<file path="config.mk">
export PLATFORM = sky130hd
export DESIGN_NAME = binary_max_heap_queue
export DESIGN_NICKNAME = d
export VERILOG_FILES = /design/src/rtl/bmhq_pkg.sv /design/src/rtl/bmhq_ram.sv /design/src/rtl/bmhq_seq.sv /design/src/rtl/binary_max_heap_queue.sv
export SDC_FILE = /design/constraint.sdc
export NUM_CORES = 1
export LEC_CHECK = 0
export BUFFER_PORTS_ARGS = -buffer_cell sky130_fd_sc_hd__buf_4
export CORE_UTILIZATION = 60
export DETAILED_ROUTE_END_ITERATION = 8
export GPL_TIMING_DRIVEN = 0
export MAX_ROUTING_LAYER = met4
export PLACE_DENSITY_LB_ADDON = 0.08
export SLEW_MARGIN = 20
export SYNTH_ARGS = -nofsm -noshare
export SYNTH_HDL_FRONTEND = slang
export SYNTH_SLANG_ARGS = --single-unit
export TNS_END_PERCENT = 5
</file>
<file path="constraint.sdc">
create_clock -name i_clk -period 6.59 [get_ports i_clk]
set_clock_uncertainty 0.05 [all_clocks]
set_input_delay 0.3295 -clock i_clk [delete_from_list [all_inputs] [get_ports i_clk]]
set_output_delay 0.3295 -clock i_clk [all_outputs]
set_load 0.05 [all_outputs]
</file>
<file path="src/rtl/bmhq_pkg.sv">
// Shared definitions for the binary max-heap queue.
// Command and status codes, and the status bundle passed from the sequencer.
// No dependencies.
package bmhq_pkg;

    typedef logic [1:0] t_cmd;
    typedef logic [1:0] t_status;

    localparam t_cmd CMD_PUSH   = 2'd0;
    localparam t_cmd CMD_POP    = 2'd1;
    localparam t_cmd CMD_DELETE = 2'd2;

    localparam t_status ST_OK       = 2'd0;
    localparam t_status ST_FULL     = 2'd1;
    localparam t_status ST_EMPTY    = 2'd2;
    localparam t_status ST_NOTFOUND = 2'd3;

    typedef struct packed {
        logic    busy;
        logic    done;
        logic    empty;
        t_status status;
    } t_seq_stat;

endpackage

</file>
<file path="src/rtl/bmhq_ram.sv">
// Entry storage for the heap: one write port and two read ports.
// Read data is registered. No package dependencies.
module bmhq_ram #(
    parameter int DEPTH = 16,
    parameter int AW    = 4,
    parameter int DW    = 24
) (
    input  logic          i_clk,
    input  logic          i_we,
    input  logic [AW-1:0] i_waddr,
    input  logic [DW-1:0] i_wdata,
    input  logic [AW-1:0] i_raddr_a,
    input  logic [AW-1:0] i_raddr_b,
    output logic [DW-1:0] o_rdata_a,
    output logic [DW-1:0] o_rdata_b
);

    logic [DW-1:0] r_mem [DEPTH];

    always_ff @(posedge i_clk) begin
        if (i_we) begin
            r_mem[i_waddr] <= i_wdata;
        end
        o_rdata_a <= r_mem[i_raddr_a];
        o_rdata_b <= r_mem[i_raddr_b];
    end

endmodule

</file>
<file path="src/rtl/bmhq_seq.sv">
// Command sequencer for the heap: sift up, sift down and delete scan, one
// memory access step at a time, around its key comparators.
// Depends on bmhq_pkg and bmhq_ram.
module bmhq_seq
    import bmhq_pkg::*;
#(
    parameter int CAPACITY   = 16,
    parameter int NODE_WIDTH = 8,
    parameter int KEY_WIDTH  = 16
) (
    input  logic                             i_clk,
    input  logic                             i_rst_n,
    input  logic                             i_start,
    input  t_cmd                             i_cmd,
    input  logic [NODE_WIDTH-1:0]            i_node,
    input  logic [KEY_WIDTH-1:0]             i_key,
    input  logic                             i_out_free,
    output t_seq_stat                        o_stat,
    output logic [NODE_WIDTH-1:0]            o_root_node,
    output logic [KEY_WIDTH-1:0]             o_root_key,
    output logic [$clog2(CAPACITY+1)-1:0]    o_count
);

    localparam int AW = $clog2(CAPACITY);
    localparam int CW = $clog2(CAPACITY + 1);
    localparam int IW = AW + 2;
    localparam int DW = NODE_WIDTH + KEY_WIDTH;

    localparam logic [3:0] S_IDLE     = 4'd0;
    localparam logic [3:0] S_UP_RD    = 4'd1;
    localparam logic [3:0] S_UP_CMP   = 4'd2;
    localparam logic [3:0] S_DN_RD    = 4'd3;
    localparam logic [3:0] S_DN_CMP   = 4'd4;
    localparam logic [3:0] S_LAST_RD  = 4'd5;
    localparam logic [3:0] S_LAST_LD  = 4'd6;
    localparam logic [3:0] S_SCAN_RD  = 4'd7;
    localparam logic [3:0] S_SCAN_CMP = 4'd8;
    localparam logic [3:0] S_FIN_RD   = 4'd9;
    localparam logic [3:0] S_FIN_OUT  = 4'd10;

    logic [3:0]            r_state, n_state;
    logic [CW-1:0]         r_cnt, n_cnt;
    logic [CW-1:0]         r_scan, n_scan;
    logic [AW-1:0]         r_idx, n_idx;
    logic [NODE_WIDTH-1:0] r_node, n_node;
    logic [DW-1:0]         r_ent, n_ent;
    t_status               r_status, n_status;
    logic                  r_del, n_del;
    logic                  r_moved, n_moved;

    logic                  we;
    logic [AW-1:0]         waddr;
    logic [DW-1:0]         wdata;
    logic [AW-1:0]         raddr_a;
    logic [AW-1:0]         raddr_b;
    logic [DW-1:0]         rdata_a;
    logic [DW-1:0]         rdata_b;

    logic [AW-1:0]         parent;
    logic [IW-1:0]         left_idx;
    logic [IW-1:0]         right_idx;
    logic [IW-1:0]         cnt_ext;
    logic [KEY_WIDTH-1:0]  ent_key;
    logic [KEY_WIDTH-1:0]  key_a;
    logic [KEY_WIDTH-1:0]  key_b;
    logic [KEY_WIDTH-1:0]  best_key;
    logic                  take_left;
    logic                  take_right;

    bmhq_ram #(
        .DEPTH (CAPACITY),
        .AW    (AW),
        .DW    (DW)
    ) u_ram (
        .i_clk     (i_clk),
        .i_we      (we),
        .i_waddr   (waddr),
        .i_wdata   (wdata),
        .i_raddr_a (raddr_a),
        .i_raddr_b (raddr_b),
        .o_rdata_a (rdata_a),
        .o_rdata_b (rdata_b)
    );

    assign parent    = (r_idx - AW'(1)) >> 1;
    assign left_idx  = {1'b0, r_idx, 1'b1};
    assign right_idx = left_idx + IW'(1);
    assign cnt_ext   = IW'(r_cnt);
    assign ent_key   = r_ent[KEY_WIDTH-1:0];
    assign key_a     = rdata_a[KEY_WIDTH-1:0];
    assign key_b     = rdata_b[KEY_WIDTH-1:0];

    // The child comparators: the left child wins only on a strictly larger key,
    // and the right child must beat whichever of the two is ahead.
    assign take_left  = key_a > ent_key;
    assign best_key   = take_left ? key_a : ent_key;
    assign take_right = (right_idx < cnt_ext) && (key_b > best_key);

    always_comb begin
        n_state  = r_state;
        n_cnt    = r_cnt;
        n_scan   = r_scan;
        n_idx    = r_idx;
        n_node   = r_node;
        n_ent    = r_ent;
        n_status = r_status;
        n_del    = r_del;
        n_moved  = r_moved;
        we       = 1'b0;
        waddr    = r_idx;
        wdata    = r_ent;
        raddr_a  = '0;
        raddr_b  = '0;

        case (r_state)
            S_IDLE: begin
                if (i_start) begin
                    n_status = ST_OK;
                    n_del    = 1'b0;
                    n_moved  = 1'b0;
                    n_node   = i_node;
                    n_state  = S_FIN_RD;
                    case (i_cmd)
                        CMD_PUSH: begin
                            if (r_cnt >= CW'(CAPACITY)) begin
                                n_status = ST_FULL;
                            end else begin
                                n_ent   = {i_node, i_key};
                                n_idx   = r_cnt[AW-1:0];
                                n_cnt   = r_cnt + CW'(1);
                                n_state = S_UP_RD;
                            end
                        end
                        CMD_POP: begin
                            if (r_cnt == '0) begin
                                n_status = ST_EMPTY;
                            end else begin
                                n_cnt = r_cnt - CW'(1);
                                n_idx = '0;
                                if (r_cnt != CW'(1)) begin
                                    n_state = S_LAST_RD;
                                end
                            end
                        end
                        CMD_DELETE: begin
                            n_status = ST_NOTFOUND;
                            n_scan   = '0;
                            if (r_cnt != '0) begin
                                n_state = S_SCAN_RD;
                            end
                        end
                        default: begin
                            n_status = ST_OK;
                        end
                    endcase
                end
            end

            S_UP_RD: begin
                if (r_idx == '0) begin
                    if (r_del && !r_moved) begin
                        n_state = S_DN_RD;
                    end else begin
                        we      = 1'b1;
                        n_state = S_FIN_RD;
                    end
                end else begin
                    raddr_a = parent;
                    n_state = S_UP_CMP;
                end
            end

            S_UP_CMP: begin
                raddr_a = parent;
                if (ent_key > key_a) begin
                    we      = 1'b1;
                    wdata   = rdata_a;
                    n_idx   = parent;
                    n_moved = 1'b1;
                    n_state = S_UP_RD;
                end else if (r_del && !r_moved) begin
                    // The moved entry stays put going up, so try going down.
                    n_state = S_DN_RD;
                end else begin
                    we      = 1'b1;
                    n_state = S_FIN_RD;
                end
            end

            S_DN_RD: begin
                if (left_idx >= cnt_ext) begin
                    we      = 1'b1;
                    n_state = S_FIN_RD;
                end else begin
                    raddr_a = left_idx[AW-1:0];
                    raddr_b = right_idx[AW-1:0];
                    n_state = S_DN_CMP;
                end
            end

            S_DN_CMP: begin
                raddr_a = left_idx[AW-1:0];
                raddr_b = right_idx[AW-1:0];
                we      = 1'b1;
                if (take_right) begin
                    wdata   = rdata_b;
                    n_idx   = right_idx[AW-1:0];
                    n_state = S_DN_RD;
                end else if (take_left) begin
                    wdata   = rdata_a;
                    n_idx   = left_idx[AW-1:0];
                    n_state = S_DN_RD;
                end else begin
                    n_state = S_FIN_RD;
                end
            end

            S_LAST_RD: begin
                raddr_a = r_cnt[AW-1:0];
                n_state = S_LAST_LD;
            end

            S_LAST_LD: begin
                n_ent   = rdata_a;
                n_state = r_del ? S_UP_RD : S_DN_RD;
            end

            S_SCAN_RD: begin
                raddr_a = r_scan[AW-1:0];
                n_state = S_SCAN_CMP;
            end

            S_SCAN_CMP: begin
                raddr_a = r_scan[AW-1:0];
                if (rdata_a[DW-1:KEY_WIDTH] == r_node) begin
                    n_status = ST_OK;
                    n_cnt    = r_cnt - CW'(1);
                    n_idx    = r_scan[AW-1:0];
                    n_del    = 1'b1;
                    // Deleting the last slot needs no refill.
                    n_state  = (r_scan == r_cnt - CW'(1)) ? S_FIN_RD : S_LAST_RD;
                end else begin
                    n_scan  = r_scan + CW'(1);
                    n_state = (r_scan == r_cnt - CW'(1)) ? S_FIN_RD : S_SCAN_RD;
                end
            end

            S_FIN_RD: begin
                n_state = S_FIN_OUT;
            end

            S_FIN_OUT: begin
                if (i_out_free) begin
                    n_state = S_IDLE;
                end
            end

            default: begin
                n_state = S_IDLE;
            end
        endcase
    end

    always_ff @(posedge i_clk) begin
        if (!i_rst_n) begin
            r_state <= S_IDLE;
            r_cnt   <= '0;
        end else begin
            r_state <= n_state;
            r_cnt   <= n_cnt;
        end
    end

    always_ff @(posedge i_clk) begin
        r_scan   <= n_scan;
        r_idx    <= n_idx;
        r_node   <= n_node;
        r_ent    <= n_ent;
        r_status <= n_status;
        r_del    <= n_del;
        r_moved  <= n_moved;
    end

    always_comb begin
        o_stat.busy   = (r_state != S_IDLE);
        o_stat.done   = (r_state == S_FIN_OUT) && i_out_free;
        o_stat.empty  = (r_cnt == '0);
        o_stat.status = r_status;
        o_root_node   = o_stat.empty ? '0 : rdata_a[DW-1:KEY_WIDTH];
        o_root_key    = o_stat.empty ? '0 : rdata_a[KEY_WIDTH-1:0];
        o_count       = r_cnt;
    end

endmodule

</file>
<file path="src/rtl/binary_max_heap_queue.sv">
// Binary max-heap priority queue of (node id, key) entries. The sequencer
// makes one access to the entry memory per step: each level of a sift is a
// read step and a compare step, each entry examined by a delete scan is a
// read step and a compare step, and every command ends with a root read.
// The input is not ready while a command is in progress; a finished result
// sits in an output register, so the next command is taken while that result
// still waits. Slots at or above the entry count never affect a result, so
// the memory needs no clearing after reset.
// Depends on bmhq_pkg and bmhq_seq.
module binary_max_heap_queue
    import bmhq_pkg::*;
#(
    parameter int CAPACITY   = 16,
    parameter int NODE_WIDTH = 8,
    parameter int KEY_WIDTH  = 16
) (
    input  logic                          i_clk,
    input  logic                          i_rst_n,
    input  logic                          i_in_valid,
    output logic                          o_in_ready,
    input  logic [1:0]                    i_command,
    input  logic [NODE_WIDTH-1:0]         i_node_id,
    input  logic [KEY_WIDTH-1:0]          i_key,
    output logic                          o_out_valid,
    input  logic                          i_out_ready,
    output logic [NODE_WIDTH-1:0]         o_max_node,
    output logic [KEY_WIDTH-1:0]          o_max_key,
    output logic                          o_is_empty,
    output logic [$clog2(CAPACITY+1)-1:0] o_entry_total,
    output logic [1:0]                    o_status
);

    localparam int CW = $clog2(CAPACITY + 1);

    t_seq_stat             seq_stat;
    logic [NODE_WIDTH-1:0] root_node;
    logic [KEY_WIDTH-1:0]  root_key;
    logic [CW-1:0]         count;
    logic                  out_free;
    logic                  start;

    assign o_in_ready = !seq_stat.busy;
    assign start      = i_in_valid && o_in_ready;
    assign out_free   = !o_out_valid || i_out_ready;

    bmhq_seq #(
        .CAPACITY   (CAPACITY),
        .NODE_WIDTH (NODE_WIDTH),
        .KEY_WIDTH  (KEY_WIDTH)
    ) u_seq (
        .i_clk       (i_clk),
        .i_rst_n     (i_rst_n),
        .i_start     (start),
        .i_cmd       (t_cmd'(i_command)),
        .i_node      (i_node_id),
        .i_key       (i_key),
        .i_out_free  (out_free),
        .o_stat      (seq_stat),
        .o_root_node (root_node),
        .o_root_key  (root_key),
        .o_count     (count)
    );

    always_ff @(posedge i_clk) begin
        if (!i_rst_n) begin
            o_out_valid <= 1'b0;
        end else if (seq_stat.done) begin
            o_out_valid <= 1'b1;
        end else if (i_out_ready) begin
            o_out_valid <= 1'b0;
        end
    end

    always_ff @(posedge i_clk) begin
        if (seq_stat.done) begin
            o_max_node    <= root_node;
            o_max_key     <= root_key;
            o_is_empty    <= seq_stat.empty;
            o_entry_total <= count;
            o_status      <= seq_stat.status;
        end
    end

endmodule

</file>
==> metrics <==
most frequent cells in the layout 461 x edfxtp_1, 449 x nand2_1, 159 x nand3_1, 90 x buf_4, 79 x o21ai_0; Iter 0 DRT Violations 2433; Final setup viols 0; M1 wire length 26.3 mm; DRT Pass-1 Iters 8; MaxCap Viol Count 0; initial antenna violation count 4; Sw Share 44.6%; Tightest Hold Check Type in -> reg; Cell Rows 71; Total GRT Usage 37.1%; Routed WL 69.7 mm; number of synthesized flops with an enable pin 461; Post-Syn Area 23300 um2; met2 wire len 32.1 mm; Via Count 17066; layout cell share with drive strength beyond 1 13.8%; DR DRC count 0; r2r setup slk 290 ps; total gr overflow 0; origin of the critical flop-to-flop path u_seq.r_ent[15]$_DFFE_PP_; sequential fraction of the synthesis area 64.3%; CTS Buf Count 52; ys async rst share 0%; top sig layer met4; syn avg cell area 12.1 um2; Crit. End Element flip-flop; Die Ht 199 um; worst r2r path cells 18; clk root buf clkbuf_16; area of the multi-input gates 7810 um2; first-pass GRT wire length 102 mm; vias per inst 6.43; H-tree depth 2; cts repair resizes 0; Worst Hold Launch i_in_valid; final core area utilization 71.1%; vias in the first global route 16523; Hold EP u_seq.r_state[0]$_SDFFE_PN0P_; CTS tree yes; core area 37900 um2; hold depth 3; WL met3 8.25 mm; Ys Warns 0; most common cell after layout, fill and taps aside edfxtp_1; fin crit share 95.6%; RSZ-0062 raised after global routing false; Ports 64; Slew HR 19.8%; Worst Tran Pin Value 1200 ps; crit-path max FO 16; crit path DAT 6560 ps; max frequency 0.159 GHz; clock group share of total power 19.4%; Final #Nets 2183; Num Clock Sinks 519; Sw Pwr 0.00683 W; worst slack at placement 463 ps; cell area power density 567 nW/um2; fin. max-slew vios 0; DRT antenna net count 0; Peak VDD IR 0.309 mV; Critical Path Source Type flip-flop; Yosys reg bits 519; drt wl/cell 26.2 um; fin worst setup slack 293 ps; syn_nets 2014; fill cell count 2620; Worst EP required 6860 ps; outcome completed; final hold violations 0; Area Growth Syn to Fin 15.6%; count of input and output buffers 63; worst flop-to-flop path endpoint u_seq.u_ram.r_mem[8][22]$_DFFE_PP_; cell-internal power 0.00847 W; final worst path period need 6300 ps; CTS Hold Bufs 26; clock latency on the worst-skew pair 610 ps; synth unique cells 63; largest net degree at the start of global routing 25; CP Class reg -> reg; CTS Buffer Depth 3; final non-filler cell total 2656; buffers inserted by post-CTS timing repair 0; combinational power share 48.8%; Placer Congestion 0.957; Sequential Power Share 31.8%; CTS clk-pin slew, worst paths 60 ps; initial core utilization 61.5%; Cells after DPL 2534; Pleak 9.58 nW; die area 39700 um2; die width 199 um; sequential cell area 15000 um2; Top FF cell, synth edfxtp_1; post-synthesis instance total 1934; HPWL after DPL 48.5 mm
## cells in the mapped netlist (12+ instances only)
cell	n	area, um2
inv_1	31	116
xor2_1	16	140
nand2_1	449	1690
dfxtp_1	58	1160
mux4_2	24	541
mux2i_1	74	741
edfxtp_1	461	13800
xnor2_1	12	105
a21oi_1	52	260
nor3_1	17	85.1
a31oi_1	28	175
o22ai_1	29	181
nand3_1	159	796
buf_2	30	150
buf_4	18	135
a221o_1	21	210
ha_1	50	626
clkbuf_1	56	210
nor2_1	68	255
and2_1	36	225
nand4_1	29	181
mux2_2	25	282
o21ai_0	80	400
## layout make-up
cell class	count	share of cell area [%]
Timing Repair Buffer	115	4.35
Buffer	110	1.92
Multi-Input combinational cell	1272	29.0
Tap cell	511	2.37
Clock inverter	17	0.566
Antenna cell	3	0.0278
Sequential cell	519	55.6
Clock buffer	76	5.74
Inverter	33	0.459
## sequential cells by signal, summed over array words and instances (netlist names)
| name | flops |
|---|---|
| u_seq.u_ram.r_mem | 384 |
| u_seq.r_ent | 24 |
| u_seq.r_idx | 4 |
| u_seq.o_count | 5 |
| o_entry_total | 5 |
| o_status | 2 |
| u_seq.r_moved | 1 |
| u_seq.r_del | 1 |
| o_max_node | 8 |
| o_is_empty | 1 |
| u_seq.r_state | 4 |
| u_seq.r_status | 2 |
| o_out_valid | 1 |
| u_seq.r_scan | 5 |
| o_max_key | 16 |
| u_seq.r_node | 8 |
| u_seq.u_ram.o_rdata_b | 24 |
| u_seq.u_ram.o_rdata_a | 24 |
## cell families (layout without fill, tap and decap cells)
logic type | after synthesis | count (layout) | share of synthesized area (%)
compound gates | 269 | 269 | 7.33
xor+xnor | 28 | 28 | 1.05
fa+ha+maj | 50 | 50 | 2.68
mux | 123 | 123 | 6.70
other cells | 0 | 3 | 0
buf+inv | 143 | 351 | 2.75
flops | 519 | 519 | 64.3
simple gates | 802 | 802 | 15.2
## metrics by stage
stage               hold slack, ps  power (W)  instance area (um2)  TNS (ps)
floorplan                      350    0.00932                23300         0
global placement               353     0.0119                24400   -165430
detailed placement             361     0.0121                25000         0
CTS                           19.7     0.0151                27000         0
global route                  30.8     0.0159                27000         0
finish                        43.5     0.0153                27000         0
## worst max-delay path, cell delays in order, from the launching register on
cell and delay [ps]:
edfxtp_1 400, inv_1 60, ha_1 330, nand4_1 150, or3_1 440, a211oi_1 360
or3_1 290, o31ai_1 130, buf_4 220, mux2i_1 250, ha_1 300, and3_1 180
a221o_1 350, a21o_1 210, a211oi_1 350, a211o_1 200, nand2_1 80, o22ai_1 930
a221o_1 730
## per-layer routing
| metal | global-route usage (%) | vias up |
|---|---|---|
| li1 | - | 7457 |
| met1 | 48.4 | 8179 |
| met2 | 56.1 | 1189 |
| met3 | 8.41 | 241 |
| met4 | 15.9 | 0 |
| met5 | - | - |
## how the worst max path moves through the flow
stage	startpoint	endpoint
5_1_grt	u_seq.r_ent[15]$_DFFE_PP_	u_seq.u_ram.r_mem[0][10]$_DFFE_PP_
2_1_floorplan	u_seq.r_idx[0]$_DFFE_PP_	u_seq.u_ram.r_mem[3][0]$_DFFE_PP_
3_5_place_dp	u_seq.r_ent[15]$_DFFE_PP_	u_seq.u_ram.r_mem[13][22]$_DFFE_PP_
4_1_cts	u_seq.r_ent[15]$_DFFE_PP_	u_seq.u_ram.r_mem[15][22]$_DFFE_PP_
6_report	u_seq.r_ent[15]$_DFFE_PP_	u_seq.u_ram.r_mem[8][22]$_DFFE_PP_
3_3_place_gp	u_seq.r_idx[0]$_DFFE_PP_	u_seq.u_ram.r_mem[0][12]$_DFFE_PP_
## power groups by stage
| stage | clock network (W) | logic, W | registers, W |
|---|---|---|---|
| 6_report | 0.00296 | 0.00747 | 0.00486 |
| 5_1_grt | 0.00310 | 0.00790 | 0.00490 |
| 4_1_cts | 0.00297 | 0.00725 | 0.00485 |
| 3_5_place_dp | 0 | 0.00719 | 0.00491 |
| 3_3_place_gp | 0 | 0.00696 | 0.00492 |
| 2_1_floorplan | 0 | 0.00451 | 0.00481 |
Power figures use the tool's default switching activity.
